--- src/rtl/gregorian_day_difference_core_defines.svh ---
// ----------------------------------------------------------------------------
// Day difference core - assertion macros
// Shared property wrappers, clocked on clk and disabled while arst_n is low.
// ----------------------------------------------------------------------------
`ifndef GREGORIAN_DAY_DIFFERENCE_CORE_DEFINES_SVH
`define GREGORIAN_DAY_DIFFERENCE_CORE_DEFINES_SVH

// same-cycle implication
`define GDD_ASSERT_NOW(lbl, ante, cons, msg) \
	lbl: assert property (@(posedge clk) disable iff (!arst_n) (ante) |-> (cons)) \
		else $error(msg);

// next-cycle implication
`define GDD_ASSERT_NEXT(lbl, ante, cons, msg) \
	lbl: assert property (@(posedge clk) disable iff (!arst_n) (ante) |=> (cons)) \
		else $error(msg);

`endif

--- src/rtl/gdd_pkg.sv ---
// ----------------------------------------------------------------------------
// Day difference package
// Field widths, status codes, command struct and calendar helper functions.
// ----------------------------------------------------------------------------
package gdd_pkg;

	localparam int DAY_W    = 5;
	localparam int MONTH_W  = 4;
	localparam int YEAR_W   = 14;
	localparam int COUNT_W  = 22;
	localparam int STATUS_W = 2;

	localparam int CENT_W   = 8;   // floor(year / 100), year below 16384
	localparam int LEAPS_W  = 12;  // leap years below a year
	localparam int DOY_W    = 9;   // zero-based day of year
	localparam int SPAN_W   = 23;  // 365 * year difference
	localparam int SUM_W    = 24;

	// reciprocal of 100: exact for every dividend below 43690
	localparam int                DIV100_SHIFT = 21;
	localparam int                RECIP_W      = 15;
	localparam logic [RECIP_W-1:0] DIV100_MUL  = 15'd20972;

	localparam logic [YEAR_W-1:0]  CENTURY       = 14'd100;
	localparam logic [DOY_W-1:0]   DAYS_PER_YEAR = 9'd365;
	localparam logic [COUNT_W-1:0] COUNT_MAX     = 22'd4194303;
	localparam logic [MONTH_W-1:0] MONTH_FIRST   = 4'd1;
	localparam logic [MONTH_W-1:0] MONTH_LAST    = 4'd12;
	localparam logic [MONTH_W-1:0] MONTH_FEB     = 4'd2;

	localparam logic [STATUS_W-1:0] ST_OK    = 2'd0;
	localparam logic [STATUS_W-1:0] ST_MONTH = 2'd1;
	localparam logic [STATUS_W-1:0] ST_DAY   = 2'd2;
	localparam logic [STATUS_W-1:0] ST_ORDER = 2'd3;

	typedef struct packed {
		logic latch;
		logic div_first;
		logic div_second;
		logic leap_en;
		logic check_en;
		logic span_en;
		logic load_out;
	} gdd_cmd_t;

	function automatic logic [DAY_W-1:0] month_len(input logic [MONTH_W-1:0] m,
		input logic leap);
		logic [DAY_W-1:0] len;
		unique case (m)
			4'd2:                   len = leap ? 5'd29 : 5'd28;
			4'd4, 4'd6, 4'd9, 4'd11: len = 5'd30;
			default:                len = 5'd31;
		endcase
		return len;
	endfunction

	function automatic logic [DOY_W-1:0] days_before(input logic [MONTH_W-1:0] m);
		logic [DOY_W-1:0] v;
		unique case (m)
			4'd2:    v = 9'd31;
			4'd3:    v = 9'd59;
			4'd4:    v = 9'd90;
			4'd5:    v = 9'd120;
			4'd6:    v = 9'd151;
			4'd7:    v = 9'd181;
			4'd8:    v = 9'd212;
			4'd9:    v = 9'd243;
			4'd10:   v = 9'd273;
			4'd11:   v = 9'd304;
			4'd12:   v = 9'd334;
			default: v = 9'd0;
		endcase
		return v;
	endfunction

	// q is floor(y / 100)
	function automatic logic is_leap(input logic [YEAR_W-1:0] y,
		input logic [CENT_W-1:0] q);
		logic [YEAR_W-1:0] hund;
		logic              r0;
		hund = YEAR_W'(q) * CENTURY;
		r0   = (y == hund);
		return r0 ? (q[1:0] == 2'b00) : (y[1:0] == 2'b00);
	endfunction

	// leap years in [0, y): ceil(y/4) - ceil(y/100) + ceil(y/400)
	function automatic logic [LEAPS_W-1:0] leaps_below(input logic [YEAR_W-1:0] y,
		input logic [CENT_W-1:0] q);
		logic [YEAR_W-1:0]  hund;
		logic               r0;
		logic [LEAPS_W:0]   c4;
		logic [LEAPS_W:0]   c100;
		logic [LEAPS_W:0]   c400;
		logic [LEAPS_W:0]   sum;
		hund = YEAR_W'(q) * CENTURY;
		r0   = (y == hund);
		c4   = (LEAPS_W+1)'(y >> 2) + (LEAPS_W+1)'(y[1:0] != 2'b00);
		c100 = (LEAPS_W+1)'(q) + (LEAPS_W+1)'(!r0);
		c400 = (LEAPS_W+1)'(q >> 2) + (LEAPS_W+1)'(!(r0 && (q[1:0] == 2'b00)));
		sum  = c4 - c100 + c400;
		return sum[LEAPS_W-1:0];
	endfunction

endpackage

--- src/rtl/gregorian_day_difference_core.sv ---
// ----------------------------------------------------------------------------
// Gregorian day difference core
// Counts the days between two calendar dates, with range and order checks.
// ----------------------------------------------------------------------------
// Usage:
//   Request channel (req_valid / req_stall) carries one word: both dates
//   (day, month, 14-bit year) and include_end. A word is taken on a
//   rising edge with req_valid high and req_stall low.
//   Response channel (rsp_valid / rsp_stall) returns day_count and status
//   for every request word, in order.
//   Status: ok, bad month, bad day, or second date before the first; the
//   count is zero whenever status is not ok, and saturates at 4194303.
// Timing:
//   One word is in flight at a time. After acceptance the controller steps
//   through both divides, the leap, check, span and add steps; the result
//   then sits in the output register and the core takes the next word once
//   it is back in idle. The pace is set by the controller's step sequence
//   over the single shared divide-by-100 multiplier and the 365-day multiply.
// Stalls and reset:
//   A held result waits in the output register; the core still finishes
//   the next word's sums but holds it until the register is emptied.
//   Reset empties both channels and returns the controller to idle.
// ----------------------------------------------------------------------------
module gregorian_day_difference_core import gdd_pkg::*; (
	input  logic                clk,
	input  logic                arst_n,
	input  logic                req_valid,
	output logic                req_stall,
	input  logic [DAY_W-1:0]    first_day,
	input  logic [MONTH_W-1:0]  first_month,
	input  logic [YEAR_W-1:0]   first_year,
	input  logic [DAY_W-1:0]    second_day,
	input  logic [MONTH_W-1:0]  second_month,
	input  logic [YEAR_W-1:0]   second_year,
	input  logic                include_end,
	output logic                rsp_valid,
	input  logic                rsp_stall,
	output logic [COUNT_W-1:0]  day_count,
	output logic [STATUS_W-1:0] status
);

	// command bundle from controller to datapath
	gdd_cmd_t cmd;

	// sequence the steps and own both handshakes
	gdd_ctrl u_ctrl (
		.clk       (clk),
		.arst_n    (arst_n),
		.req_valid (req_valid),
		.req_stall (req_stall),
		.rsp_valid (rsp_valid),
		.rsp_stall (rsp_stall),
		.cmd       (cmd)
	);

	// operand capture, leap-year arithmetic and the result register
	gdd_dpath u_dpath (
		.clk          (clk),
		.arst_n       (arst_n),
		.cmd          (cmd),
		.first_day    (first_day),
		.first_month  (first_month),
		.first_year   (first_year),
		.second_day   (second_day),
		.second_month (second_month),
		.second_year  (second_year),
		.include_end  (include_end),
		.day_count    (day_count),
		.status       (status)
	);

endmodule

--- src/rtl/gdd_ctrl.sv ---
// ----------------------------------------------------------------------------
// Day difference controller
// Steps one word through the datapath and owns both handshakes.
// ----------------------------------------------------------------------------
`include "gregorian_day_difference_core_defines.svh"

module gdd_ctrl import gdd_pkg::*; (
	input  logic     clk,
	input  logic     arst_n,
	input  logic     req_valid,
	output logic     req_stall,
	output logic     rsp_valid,
	input  logic     rsp_stall,
	output gdd_cmd_t cmd
);

	localparam logic [2:0] S_IDLE  = 3'd0;
	localparam logic [2:0] S_DIV1  = 3'd1;
	localparam logic [2:0] S_DIV2  = 3'd2;
	localparam logic [2:0] S_LEAP  = 3'd3;
	localparam logic [2:0] S_CHECK = 3'd4;
	localparam logic [2:0] S_SPAN  = 3'd5;
	localparam logic [2:0] S_ADD   = 3'd6;

	logic [2:0] state_q;
	logic [2:0] state_d;
	logic       rsp_valid_q;

	assign req_stall = (state_q != S_IDLE);
	assign rsp_valid = rsp_valid_q;

	always_comb begin
		cmd            = '0;
		cmd.latch      = (state_q == S_IDLE) && req_valid;
		cmd.div_first  = (state_q == S_DIV1);
		cmd.div_second = (state_q == S_DIV2);
		cmd.leap_en    = (state_q == S_LEAP);
		cmd.check_en   = (state_q == S_CHECK);
		cmd.span_en    = (state_q == S_SPAN);
		// load only when the output register is free or being emptied
		cmd.load_out   = (state_q == S_ADD) && (!rsp_valid_q || !rsp_stall);
	end

	always_comb begin
		state_d = state_q;
		unique case (state_q)
			S_IDLE:  if (req_valid) begin
				state_d = S_DIV1;
			end
			S_DIV1:  state_d = S_DIV2;
			S_DIV2:  state_d = S_LEAP;
			S_LEAP:  state_d = S_CHECK;
			S_CHECK: state_d = S_SPAN;
			S_SPAN:  state_d = S_ADD;
			S_ADD:   if (cmd.load_out) begin
				state_d = S_IDLE;
			end
			default: state_d = S_IDLE;
		endcase
	end

	always_ff @(posedge clk or negedge arst_n) begin
		if (!arst_n) begin
			state_q     <= S_IDLE;
			rsp_valid_q <= 1'b0;
		end else begin
			state_q <= state_d;
			if (cmd.load_out) begin
				rsp_valid_q <= 1'b1;
			end else if (!rsp_stall) begin
				rsp_valid_q <= 1'b0;
			end
		end
	end

	`GDD_ASSERT_NEXT(a_accept_starts, req_valid && !req_stall, state_q == S_DIV1,
		"accepted word did not start the division step")
	`GDD_ASSERT_NEXT(a_blocked_waits, (state_q == S_ADD) && !cmd.load_out,
		(state_q == S_ADD) && rsp_valid_q, "blocked result left the final step")
	`GDD_ASSERT_NOW(a_one_command, 1'b1, $onehot0({cmd.latch, cmd.div_first, cmd.div_second,
		cmd.leap_en, cmd.check_en, cmd.span_en, cmd.load_out}), "overlapping commands")

endmodule

--- src/rtl/gdd_dpath.sv ---
// ----------------------------------------------------------------------------
// Day difference datapath
// Holds the operands, a shared divide-by-100 unit and the result register.
// ----------------------------------------------------------------------------
`include "gregorian_day_difference_core_defines.svh"

module gdd_dpath import gdd_pkg::*; (
	input  logic                clk,
	input  logic                arst_n,
	input  gdd_cmd_t            cmd,
	input  logic [DAY_W-1:0]    first_day,
	input  logic [MONTH_W-1:0]  first_month,
	input  logic [YEAR_W-1:0]   first_year,
	input  logic [DAY_W-1:0]    second_day,
	input  logic [MONTH_W-1:0]  second_month,
	input  logic [YEAR_W-1:0]   second_year,
	input  logic                include_end,
	output logic [COUNT_W-1:0]  day_count,
	output logic [STATUS_W-1:0] status
);

	localparam int PROD_W = YEAR_W + RECIP_W;

	logic [DAY_W-1:0]    d1_q, d2_q;
	logic [MONTH_W-1:0]  m1_q, m2_q;
	logic [YEAR_W-1:0]   y1_q, y2_q;
	logic                inc_q;
	logic [CENT_W-1:0]   q1_q, q2_q;
	logic                leap1_q, leap2_q;
	logic [LEAPS_W-1:0]  lb1_q, lb2_q;
	logic [DOY_W-1:0]    a_q, b_q;
	logic [STATUS_W-1:0] stat_q;
	logic [SPAN_W-1:0]   span_q;
	logic [COUNT_W-1:0]  day_count_q;
	logic [STATUS_W-1:0] status_q;

	logic [YEAR_W-1:0]   div_x;
	logic [PROD_W-1:0]   div_prod;
	logic [CENT_W-1:0]   div_q;
	logic                m1_ok, m2_ok, d1_ok, d2_ok;
	logic [STATUS_W-1:0] stat_d;
	logic [YEAR_W-1:0]   dy;
	logic                order_bad;
	logic [SUM_W-1:0]    total;
	logic [COUNT_W-1:0]  count_sat;

	// shared divide by 100
	assign div_x    = cmd.div_second ? y2_q : y1_q;
	assign div_prod = PROD_W'(div_x) * PROD_W'(DIV100_MUL);
	assign div_q    = div_prod[DIV100_SHIFT +: CENT_W];

	assign m1_ok = (m1_q >= MONTH_FIRST) && (m1_q <= MONTH_LAST);
	assign m2_ok = (m2_q >= MONTH_FIRST) && (m2_q <= MONTH_LAST);
	assign d1_ok = (d1_q != '0) && (d1_q <= month_len(m1_q, leap1_q));
	assign d2_ok = (d2_q != '0) && (d2_q <= month_len(m2_q, leap2_q));

	always_comb begin
		priority if (!m1_ok || !m2_ok) begin
			stat_d = ST_MONTH;
		end else if (!d1_ok || !d2_ok) begin
			stat_d = ST_DAY;
		end else begin
			stat_d = ST_OK;
		end
	end

	assign dy        = y2_q - y1_q;
	assign order_bad = (y2_q < y1_q) || ((y2_q == y1_q) && (b_q < a_q));

	// true total never exceeds 2^23, so wrap-around arithmetic is safe
	assign total = SUM_W'(span_q) + SUM_W'(lb2_q) - SUM_W'(lb1_q)
		+ SUM_W'(b_q) + SUM_W'(inc_q) - SUM_W'(a_q);
	assign count_sat = (total > SUM_W'(COUNT_MAX)) ? COUNT_MAX : total[COUNT_W-1:0];

	always_ff @(posedge clk) begin
		if (cmd.latch) begin
			d1_q  <= first_day;
			m1_q  <= first_month;
			y1_q  <= first_year;
			d2_q  <= second_day;
			m2_q  <= second_month;
			y2_q  <= second_year;
			inc_q <= include_end;
		end
		if (cmd.div_first) begin
			q1_q <= div_q;
		end
		if (cmd.div_second) begin
			q2_q <= div_q;
		end
		if (cmd.leap_en) begin
			leap1_q <= is_leap(y1_q, q1_q);
			leap2_q <= is_leap(y2_q, q2_q);
			lb1_q   <= leaps_below(y1_q, q1_q);
			lb2_q   <= leaps_below(y2_q, q2_q);
		end
		if (cmd.check_en) begin
			stat_q <= stat_d;
			a_q    <= days_before(m1_q) + DOY_W'(d1_q) - DOY_W'(1)
				+ DOY_W'((m1_q > MONTH_FEB) && leap1_q);
			b_q    <= days_before(m2_q) + DOY_W'(d2_q) - DOY_W'(1)
				+ DOY_W'((m2_q > MONTH_FEB) && leap2_q);
		end
		if (cmd.span_en) begin
			span_q <= SPAN_W'(dy) * SPAN_W'(DAYS_PER_YEAR);
			if ((stat_q == ST_OK) && order_bad) begin
				stat_q <= ST_ORDER;
			end
		end
	end

	always_ff @(posedge clk or negedge arst_n) begin
		if (!arst_n) begin
			day_count_q <= '0;
			status_q    <= ST_OK;
		end else if (cmd.load_out) begin
			status_q    <= stat_q;
			day_count_q <= (stat_q == ST_OK) ? count_sat : '0;
		end
	end

	assign day_count = day_count_q;
	assign status    = status_q;

	`GDD_ASSERT_NOW(a_fail_zero, status_q != ST_OK, day_count_q == '0,
		"non-zero count reported with a failing status")

endmodule

--- config.mk ---
export PLATFORM = sky130hd
export DESIGN_NAME = gregorian_day_difference_core
export DESIGN_NICKNAME = d
export VERILOG_FILES = /design/src/rtl/gdd_pkg.sv /design/src/rtl/gregorian_day_difference_core.sv /design/src/rtl/gdd_ctrl.sv /design/src/rtl/gdd_dpath.sv
export VERILOG_INCLUDE_DIRS = /design/src /design/src/rtl
export SDC_FILE = /design/constraint.sdc
export NUM_CORES = 1
export LEC_CHECK = 0
export BUFFER_PORTS_ARGS = -buffer_cell sky130_fd_sc_hd__buf_2
export CAP_MARGIN = 25
export CORE_MARGIN = 1.5
export CORE_UTILIZATION = 47
export CTS_CLUSTER_SIZE = 40
export DETAILED_ROUTE_END_ITERATION = 12
export HOLD_SLACK_MARGIN = 0.1
export PLACE_DENSITY = 0.65
export SLEW_MARGIN = 5
export SYNTH_ARGS = -nofsm -noshare
export SYNTH_HDL_FRONTEND = slang
export SYNTH_SLANG_ARGS = --single-unit
--- constraint.sdc ---
create_clock -name clk -period 15.8 [get_ports clk]
set_clock_uncertainty 0.1 [all_clocks]
set_input_delay 3.16 -clock clk [delete_from_list [all_inputs] [get_ports clk]]
set_output_delay 3.16 -clock clk [all_outputs]
set_load 0.01 [all_outputs]
* Yosys cells after proc, flatten, opt, wreduce, memory -nomap -nowiden
Memories as Yosys holds them, arrays and structs flattened. A register that Yosys moved wholly into a read port is not among the register bits.
Cells that the tools add are included.
** Storage, ports and cells
- Bits in read-only memories :: 288
- Memories kept :: 2
- Register bits after elaboration :: 160
- Input bits :: 51
** Memory list
- (name not given) :: words 16, bits a word 9, rd ports 1, clocked after memory_dff 1, wr ports 0, line gdd_pkg.sv:59 : unique case (m)
- (name not given) :: words 16, bits a word 9, rd ports 1, clocked after memory_dff 1, wr ports 0, line gdd_pkg.sv:59
** Cells by class
- Multipliers :: 4
- Reductions and logical operators :: 40
- $add $sub $neg :: 22
- Equality and inequality tests :: 22
- Mux-type cells :: 23
- $lt $le $gt $ge :: 11
** Operator list (count)
- $mux 22 :: 2
- $eq 14x14->1 :: 3
- $mul 14x13->27 const B :: 1
- $add 12x1->12 :: 2
- $add 12x12->12 :: 2
- $add 23x12->24 :: 1
- $add 24x1->24 :: 1
- $add 24x9->24 :: 1
- $gt 24x22->1 const B :: 1
- $mul 8x5->12 const B :: 2
- $sub 12x12->12 :: 2
- $sub 24x12->24 :: 1
- $sub 24x9->24 :: 1
- $mul 14x9->23 const B :: 1
- $pmux 3 s7 :: 1
- $pmux 5 s2 :: 2
- $add 8x1->9 :: 2
- $add 9x1->9 :: 2
- $add 9x5->9 :: 2
- $mux 9 :: 2
- $sub 9x1->9 const B :: 2
- $eq 4x3->1 const B :: 4
- $eq 4x4->1 const B :: 4
- $add 6x1->7 :: 2
- other kinds (28) :: 78

* Depth between registers and ports, before layout
Gate-level depths: netlist (run 1).
- Depth in word-level cells :: 12
- Depth in mapped cells :: 28
- Mapped depth without buffers :: 28

* Cells and area by module
A second synthesis (run 1) with hierarchy kept.
** Unflattened totals
- Cells, all modules :: 1893
- Area total of the unflattened synthesis :: 19253.5 µm²
** Modules (own cells, without submodules)
- gdd_dpath :: area each 19012.0 µm², cells each 1865, times used 1
- gdd_ctrl :: area each 241.5 µm², cells each 28, times used 1

* Worst setup path after synthesis (run 1)
OpenSTA, ideal clock, no wires.
- Path kind :: reg-to-reg
- Start :: reg u_dpath.q2_q[2]
- End :: reg u_dpath.lb2_q[10], data pin
- Cell stages (with the launch flop) :: 26
- Required time :: 15.435 ns
- Buffers on the path :: 0
- Slack :: 8.907 ns
- Arrival time :: 6.528 ns
- Library setup time :: 0.265 ns
- Cells stage by stage :: edfxtp_1 ha_1 ha_1 fa_1 ha_1 a21o_1 a21o_1 a2111oi_0 nor3_2 xnor2_1 or4_1 or2_1 ha_1 ha_1 inv_1 fa_1 inv_1 fa_1 a21o_1 a21oi_1 o21bai_1 a21oi_1 o21bai_1 a21oi_1 nor4bb_1 or3_1
** On the way
- Cells in the longest elaborated chain, start to end :: 6
- Elaborated cells between the ends (all ways) :: 9
** Ends and longest elaborated chain
- start: declaration :: line gdd_dpath.sv:28 : logic [CENT_W-1:0] q1_q, q2_q;
- start signal: assignment :: line gdd_dpath.sv:89 : q2_q <= div_q;
- $mul 8x5->12 :: line gdd_pkg.sv:95 : hund = YEAR_W'(q) * CENTURY;
- $eq 14x14->1 :: line gdd_pkg.sv:96 : r0 = (y == hund);
- $logic_not 1->1 / $logic_and 1x1->1 (equally long branches) :: line gdd_pkg.sv:98, gdd_pkg.sv:99
- $add 8x1->9 / $logic_not 1->1 (equally long branches) :: line gdd_pkg.sv:98, gdd_pkg.sv:99
- $sub 12x12->12 / $add 6x1->7 (equally long branches) :: line gdd_pkg.sv:100, gdd_pkg.sv:99
- $add 12x12->12 * :: line gdd_pkg.sv:100 : sum = c4 - c100 + c400;
- end signal: assignment :: line gdd_dpath.sv:95 : lb2_q <= leaps_below(y2_q, q2_q);
- end: declaration :: line gdd_dpath.sv:30 : logic [LEAPS_W-1:0] lb1_q, lb2_q;
Mark *: on every way between the ends. The rest lies on a longest branch, timed or not.
A chain may end at the register's enable or synchronous reset.

* Worst setup path after layout (run 1)
Ends and elaborated chain as after synthesis.

==> results of run 1 <==
-- cell families after synthesis --
family          Yosys count
compound gates          308
xor+xnor                144
fa+ha+maj               508
buf+inv                 433
flops                   178
mux                      18
simple gates            311
-- worst max-delay path, delay by kind of cell, from the launching register on --
kind                     cells  cell delay [ns]
AND/OR/NAND/NOR              5             1.43
AO/OA/AOI/OAI                9             2.00
flip-flops                   1             0.51
buffers and inverters        2             0.11
XOR/XNOR                     1             0.14
adder cells (fa/ha/maj)      8             2.92
-- synthesized netlist by cell type (7+ instances only) --
cell	instances	area, um^2
xor2_1	37	324
a21oi_1	93	465
a211oi_1	7	52.6
nand4_1	17	106
dfrtp_1	28	701
a221o_1	22	220
edfxtp_1	130	3900
nand2_1	83	312
nor2_1	78	293
dfxtp_1	20	400
nand3_1	33	165
ha_1	345	4320
nor2b_1	17	106
nor3_1	31	155
fa_1	163	3260
o21ai_0	37	185
o21bai_1	14	105
clkbuf_1	11	41.3
xnor2_1	107	937
mux2i_1	12	120
inv_1	414	1550
o21ai_1	23	115
o211ai_1	8	60.1
a21o_1	40	300
and3_1	11	68.8
nand2b_1	11	68.8
nor4_1	9	56.3
or3_1	7	43.8
-- routing by layer --
metal	GRT usage	up-vias
li1	-	6597
met1	0.272	6355
met2	0.359	214
met3	0.0339	43
met4	0.0618	0
met5	0	-
-- through the flow --
stage | setup slack, ns | cells | utilization
after floorplan | 8.91 | 1900 | -
after detailed placement | 8.41 | 2504 | 0.501
after global placement | 8.53 | 2503 | 0.501
after global routing | 8.06 | 2539 | 0.517
final | 8.33 | 2539 | 0.517
after CTS | 8.37 | 2536 | 0.516
-- area by class of cell --
class / count / area, um^2 / area share
Clock inverter: 13 / 150 / 0.00715
Multi-Input combinational cell: 1289 / 12700 / 0.603
Sequential cell: 178 / 5000 / 0.238
Timing Repair Buffer: 91 / 513 / 0.0244
Clock buffer: 19 / 443 / 0.0211
Inverter: 417 / 1570 / 0.0745
Tap cell: 532 / 666 / 0.0317
-- worst paths after layout --
| kind | start | to | slack (ns) |
|---|---|---|---|
| max in group asynchronous | arst_n | u_ctrl.rsp_valid$_DFFE_PN0P_ | 12.53 |
| worst min register to register | u_dpath.status[1]$_DFFE_PN0P_ | u_dpath.status[1]$_DFFE_PN0P_ | 0.41 |
| worst min-delay path | u_dpath.status[1]$_DFFE_PN0P_ | u_dpath.status[1]$_DFFE_PN0P_ | 0.41 |
| worst max-delay path | u_dpath.q2_q[2]$_DFFE_PP_ | u_dpath.lb2_q[10]$_DFFE_PP_ | 8.33 |
| min in group asynchronous | arst_n | u_dpath.day_count[20]$_DFFE_PN0P_ | 2.63 |
| worst max register to register | u_dpath.q2_q[2]$_DFFE_PP_ | u_dpath.lb2_q[10]$_DFFE_PP_ | 8.33 |
==> results.toml, run 1 <==
[run_status]
status = "finished, final reports clean"

[floorplan]
core_um2 = 40600
dieArea_um2 = 42300
start_util = 0.474
die_y_um = 206
die_x_um = 206
io-pin-count = 77
rows = 74

[drt]
drc = 0
wl_per_cell_um = 16.6
wl_met3_um = 1370
vias_per_cell = 5.20
detail-route-antenna-nets = 0
wl_met2_um = 20500
drt-initial-drc-count = 711
m1WireLength_um = 19500
first_pass_iters = 5
routed_wl_um = 42300
top_layer = "met4"
vias = 13200

[clock_tree]
numCtsBuffers = 17
clkSlewWorstSetupHoldPaths_ns = 0.07
clock_sinks = 178
cts_root_buffer = "clkbuf_16"
insertion_delay_ns = 0.46
cts_tree = "yes"
cts_buffer_depth = 2
cts_resized = 0
holdBufCountCts = 0
cts_htree_levels = 4
post_cts_buffers = 0

[logic_synthesis]
synth_fa_ha_area_frac = 0.393
synth_cells = 1900
synth-simple-area-share = 0.0777
yosys.area_share.xor_xnor = 0.0654
synthMuxAreaShare = 0.00973
ys_seq_elements = 178
synth_cell_type_count = 74
synth_edf_count = 130
syn_nets = 2459
synth_seq_area_share = 0.260
synth_ff_type = "edfxtp_1"
ys_async_sr_fraction = 0.157
syn_avg_cell_area_um2 = 10.2
synth_area_um2 = 19300
synth_compound_area_frac = 0.109
synth_top_family_by_area = "adder cells"
yosysWarnings = 0

[setup_path]
slowest_stage = "or4_1"
critPathMostFrequentCell = "ha_1"
crit_required_ns = 15.92
path_class = "reg -> reg"
r2r_cells = 25
crit_path_start_kind = "flip-flop"
path_max_fanout = 5
worstPathArrival_ns = 7.59
end_kind = "flip-flop"
slowest_delay_ns = 0.61

[cells_and_area]
drive_gt1_frac = 0.0708
nets = 2553
final_common_cell = "inv_1"
syn_to_final_growth_pct = 8.89
fillers = 3605
antenna_cells = 0
most-common-layout-cells = "414 x inv_1, 345 x ha_1, 163 x fa_1, 130 x edfxtp_1, 107 x xnor2_1"
final_area_um2 = 21000

[grt]
first_global_vias = 13700
grtUsageTotal = 0.209
gr-total-overflow = 0
antenna_found_initial = 0
grt_pass1_wl_um = 68600
grt_max_degree = 58

[sta]
rsz0062_at_grt = "no"
setup_tns_ns = 0
worstMarginPinSlew_ns = 0.893
hold_viol = 0
slew_headroom = 0.403
whs_ns = 0.407
finalMaxSlewViolations = 0
fmax_mhz = 134
post-route-period-util = 0.473
setup_violations = 0
fin_crit_ns = 7.47

[job]
max-cap-violations = 0

[hold_path]
hold_class = "reg -> reg"
min_path_cells = 1

[placed_design]
gp_congestion = 0.892
io_buffers = 76
dpl.hpwl_um = 36300
place_area_um2 = 20400
Power of run 1 is not shown: default switching activity piles up to over one toggle a cycle in this logic, so the estimate is an artifact.
==> inputs of run 2 (changes only) <==
- clock period: 15.8 -> 7.3 ns (I/O delays scaled with it)
==> results.toml, run 2 (same netlist as run 1, synthesis figures left out) <==
[cells_and_area]
antenna_cells = 0
nets = 2571
multi_input_area_um2 = 12700
most-common-layout-cells = "414 x inv_1, 345 x ha_1, 163 x fa_1, 130 x edfxtp_1, 107 x xnor2_1"
seqCellArea_um2 = 5000
syn_to_final_growth_pct = 9.89
final_area_um2 = 21200
drive_gt1_frac = 0.0830
final_common_cell = "inv_1"
fillers = 3651

[job]
max-cap-violations = 0

[sta]
finalMaxSlewViolations = 0
slew_headroom = 0.421
worstMarginPinSlew_ns = 0.868
setup_violations = 0
whs_ns = 0.408
hold_viol = 0
timing.final.ws_setup_ns = 0.326
fmax_mhz = 143
post-route-period-util = 0.955
fin_crit_ns = 6.97

[placed_design]
io_buffers = 76
dpl.hpwl_um = 35900
post-place-ws_ns = 0.0753
place_area_um2 = 20500
gp_congestion = 0.876

[grt]
grt_max_degree = 47
grt_pass1_wl_um = 68000
grtUsageTotal = 0.209
first_global_vias = 13400
antenna_found_initial = 0
gr-total-overflow = 0

[drt]
drc = 0
routed_wl_um = 41700
detail-route-antenna-nets = 0
vias_per_cell = 5.17
wl_per_cell_um = 16.3
first_pass_iters = 8
vias = 13200
drt-initial-drc-count = 483

[clock_tree]
clkSlewWorstSetupHoldPaths_ns = 0.08
clock_sinks = 178
holdBufCountCts = 0
cts_tree = "yes"
insertion_delay_ns = 0.47
cts_root_buffer = "clkbuf_16"
cts_htree_levels = 4
numCtsBuffers = 17
cts_buffer_depth = 2

[floorplan]
die_y_um = 206
core_um2 = 40600
die_x_um = 206
rows = 74
start_util = 0.474
dieArea_um2 = 42300
io-pin-count = 77

[setup_path]
worstPathArrival_ns = 7.10
crit_required_ns = 7.42
crit_path_start_kind = "flip-flop"
end_kind = "flip-flop"
r2r_cells = 25
path_max_fanout = 4
path_class = "reg -> reg"

[hold_path]
hold_class = "reg -> reg"
min_path_cells = 1

[run_status]
status = "finished, final reports clean"
==> run 2: repair_timing <==
item | CTS | global route
resized for setup | 0 | 9
setup endpoints to repair | 0 | 4
buffers inserted | 0 | 5
==> run 2: worst paths after layout <==
check | slack [ns] | to | startpoint
worst max register to register | 0.33 | u_dpath.lb2_q[10]$_DFFE_PP_ | u_dpath.q2_q[2]$_DFFE_PP_
min in group asynchronous | 0.92 | u_dpath.day_count[18]$_DFFE_PN0P_ | arst_n
worst min-delay path | 0.41 | u_dpath.day_count[2]$_DFFE_PN0P_ | u_dpath.day_count[2]$_DFFE_PN0P_
max in group asynchronous | 5.75 | u_dpath.day_count[3]$_DFFE_PN0P_ | arst_n
worst max-delay path | 0.33 | u_dpath.lb2_q[10]$_DFFE_PP_ | u_dpath.q2_q[2]$_DFFE_PP_
worst min register to register | 0.41 | u_dpath.day_count[2]$_DFFE_PN0P_ | u_dpath.day_count[2]$_DFFE_PN0P_
==> run 2: worst max-delay path: stages, from the launching register on <==
cell and delay (ns):
edfxtp_1 0.45, ha_1 0.32, ha_1 0.31, fa_1 0.47, ha_1 0.35, a21o_1 0.20, a21o_1 0.21, a2111oi_2 0.39
nor3_2 0.10, xnor2_1 0.13, or4_1 0.60, or2_1 0.25, ha_1 0.21, ha_1 0.28, inv_1 0.05, fa_1 0.47
inv_1 0.07, fa_1 0.47, a21o_1 0.19, a21oi_2 0.16, o21bai_1 0.09, a21oi_2 0.19, o21bai_1 0.10, a21oi_2 0.15
nor4bb_1 0.06, or3_1 0.36
==> run 2: layout make-up <==
cell class / instances / share of cell area
multi-input combinational: 1289 / 0.599
clock buffer: 19 / 0.0224
clock inverter: 13 / 0.00626
sequential: 178 / 0.236
inverter: 417 / 0.0739
timing repair buffer: 109 / 0.0309
tap: 532 / 0.0314
==> run 2: layer usage <==
| layer | vias up | track usage | wire, um |
|---|---|---|---|
| li1 | 6623 | - | - |
| met3 | 62 | 0.0341 | 1250 |
| met4 | 0 | 0.0673 | 1060 |
| met5 | - | 0 | 0 |
| met2 | 192 | 0.353 | 20000 |
| met1 | 6337 | 0.273 | 19400 |
==> run 2: through the flow <==
step                      utilization  std cells  setup TNS, ns
after floorplan                     -       1900              0
after global placement          0.503       2515              0
after detailed placement        0.504       2518              0
after CTS                       0.519       2550              0
after global routing            0.521       2557        -0.0350
final                           0.521       2557              0
Power of run 2 is left out for the same reason.
==> inputs of run 3 (changes only) <==
- CAP_MARGIN: 25 -> default
- CORE_ASPECT_RATIO: default -> 1.5
==> results.toml, run 3 (same netlist as run 1, synthesis figures left out) <==
[setup_path]
slowest_delay_ns = 0.57
cp_num_buf_inv = 2
path_class = "reg -> reg"
path_max_fanout = 3
end_kind = "flip-flop"
worstPathArrival_ns = 7.11
crit_start = "u_dpath.q2_q[2]$_DFFE_PP_"
critical_path.top_delay_family = "adder cells"
crit_path_start_kind = "flip-flop"
slowest_stage = "or4_4"
r2r-start = "u_dpath.q2_q[2]$_DFFE_PP_"
crit_required_ns = 7.41
critPathMostFrequentCell = "ha_1"

[placed_design]
io_buffers = 76
dp.cells = 2488
place_area_um2 = 20400
gp_congestion = 0.944
dpl.hpwl_um = 36000

[sta]
fmax_mhz = 143
post-route-period-util = 0.958
setup_violations = 0
setup_tns_ns = 0
fin_crit_ns = 7.00
finalMaxSlewViolations = 0
slew_headroom = 0.236
hold_viol = 0
worstMarginPinSlew_ns = 1.14

[drt]
vias_per_cell = 5.29
drc = 0
detail-route-antenna-nets = 0
routed_wl_um = 42200
wl_per_cell_um = 16.7
first_pass_iters = 7
vias = 13400
drt-initial-drc-count = 600

[run_status]
status = "finished, final reports clean"

[clock_tree]
cts_buffer_depth = 2
numCtsBuffers = 17
clkSlewWorstSetupHoldPaths_ns = 0.08
holdBufCountCts = 0
insertion_delay_ns = 0.46
clock_sinks = 178
cts_tree = "yes"
cts_htree_levels = 4
cts_root_buffer = "clkbuf_16"

[grt]
grt_max_degree = 52
grt_pass1_wl_um = 68900
gr-total-overflow = 0
antenna_found_initial = 0
first_global_vias = 14000
grtUsageTotal = 0.210

[hold_path]
min_from = "u_dpath.day_count[7]$_DFFE_PN0P_"
hold_class = "reg -> reg"

[job]
max-cap-violations = 0

[floorplan]
io-pin-count = 77
start_util = 0.478
rows = 90
dieArea_um2 = 42300
die_x_um = 168
core_um2 = 40300
die_y_um = 251

[cells_and_area]
nets = 2567
drive_gt1_frac = 0.0797
layoutNonFillerInstCount = 2527
most-common-layout-cells = "414 x inv_1, 345 x ha_1, 163 x fa_1, 130 x edfxtp_1, 107 x xnor2_1"
syn_to_final_growth_pct = 9.32
final_area_um2 = 21100
antenna_cells = 0
fillers = 3651
final_common_cell = "inv_1"
fin_util = 0.523
-- run 3: cell count changes in the layout (fill, tap and decap cells not counted), sizes merged --
cell	before	now
buf	108	105
clkbuf	20	18
clkinvlp	1	2
inv	422	423
bufinv	0	1
clkinv	7	5
-- run 3: layout make-up --
type | instances | area, um^2 | share of cell area
Clock inverter | 14 | 149 | 0.00706
Sequential cell | 178 | 5000 | 0.237
Clock buffer | 18 | 429 | 0.0204
Tap cell | 506 | 633 | 0.0300
Inverter | 417 | 1570 | 0.0742
Timing Repair Buffer | 105 | 611 | 0.0290
Multi-Input combinational cell | 1289 | 12700 | 0.602
-- run 3: per-stage QoR --
stage	setup WS [ns]	hold slack, ns
after floorplan	0.407	0.392
after global placement	0.193	0.389
after detailed placement	-0.0206	0.396
after CTS	0.00689	0.412
after global routing	-0.00952	0.419
final	0.303	0.407
-- run 3: repair_timing --
item / 4_1_cts / 5_1_grt
gates resized for setup: 1 / 8
hold endpoints to repair: 0 / 0
setup buffers: 0 / 7
setup endpoints to repair: 1 / 3
-- run 3: worst paths after layout --
| check | to | slack (ns) | depth (start not counted) |
|---|---|---|---|
| setup / recovery | u_dpath.lb2_q[10]$_DFFE_PP_ | 0.30 | 25 |
| hold / removal | u_dpath.day_count[7]$_DFFE_PN0P_ | 0.41 | 1 |
| setup reg to reg | u_dpath.lb2_q[10]$_DFFE_PP_ | 0.30 | 25 |
| hold reg to reg | u_dpath.day_count[7]$_DFFE_PN0P_ | 0.41 | 1 |
| max in group asynchronous | u_ctrl.state_q[0]$_DFFE_PN0P_ | 5.81 | 1 |
| min in group asynchronous | u_dpath.day_count[8]$_DFFE_PN0P_ | 0.90 | 1 |
-- run 3: routing by layer --
layer	routed length (um)	vias up	share of wire	global-route usage
met5	0	-	0	0
met3	1110	80	0.026	0.0277
met4	1910	0	0.045	0.100
met1	17100	6453	0.40	0.234
met2	22100	228	0.52	0.390
li1	-	6619	-	-
Power of run 3 is left out for the same reason.
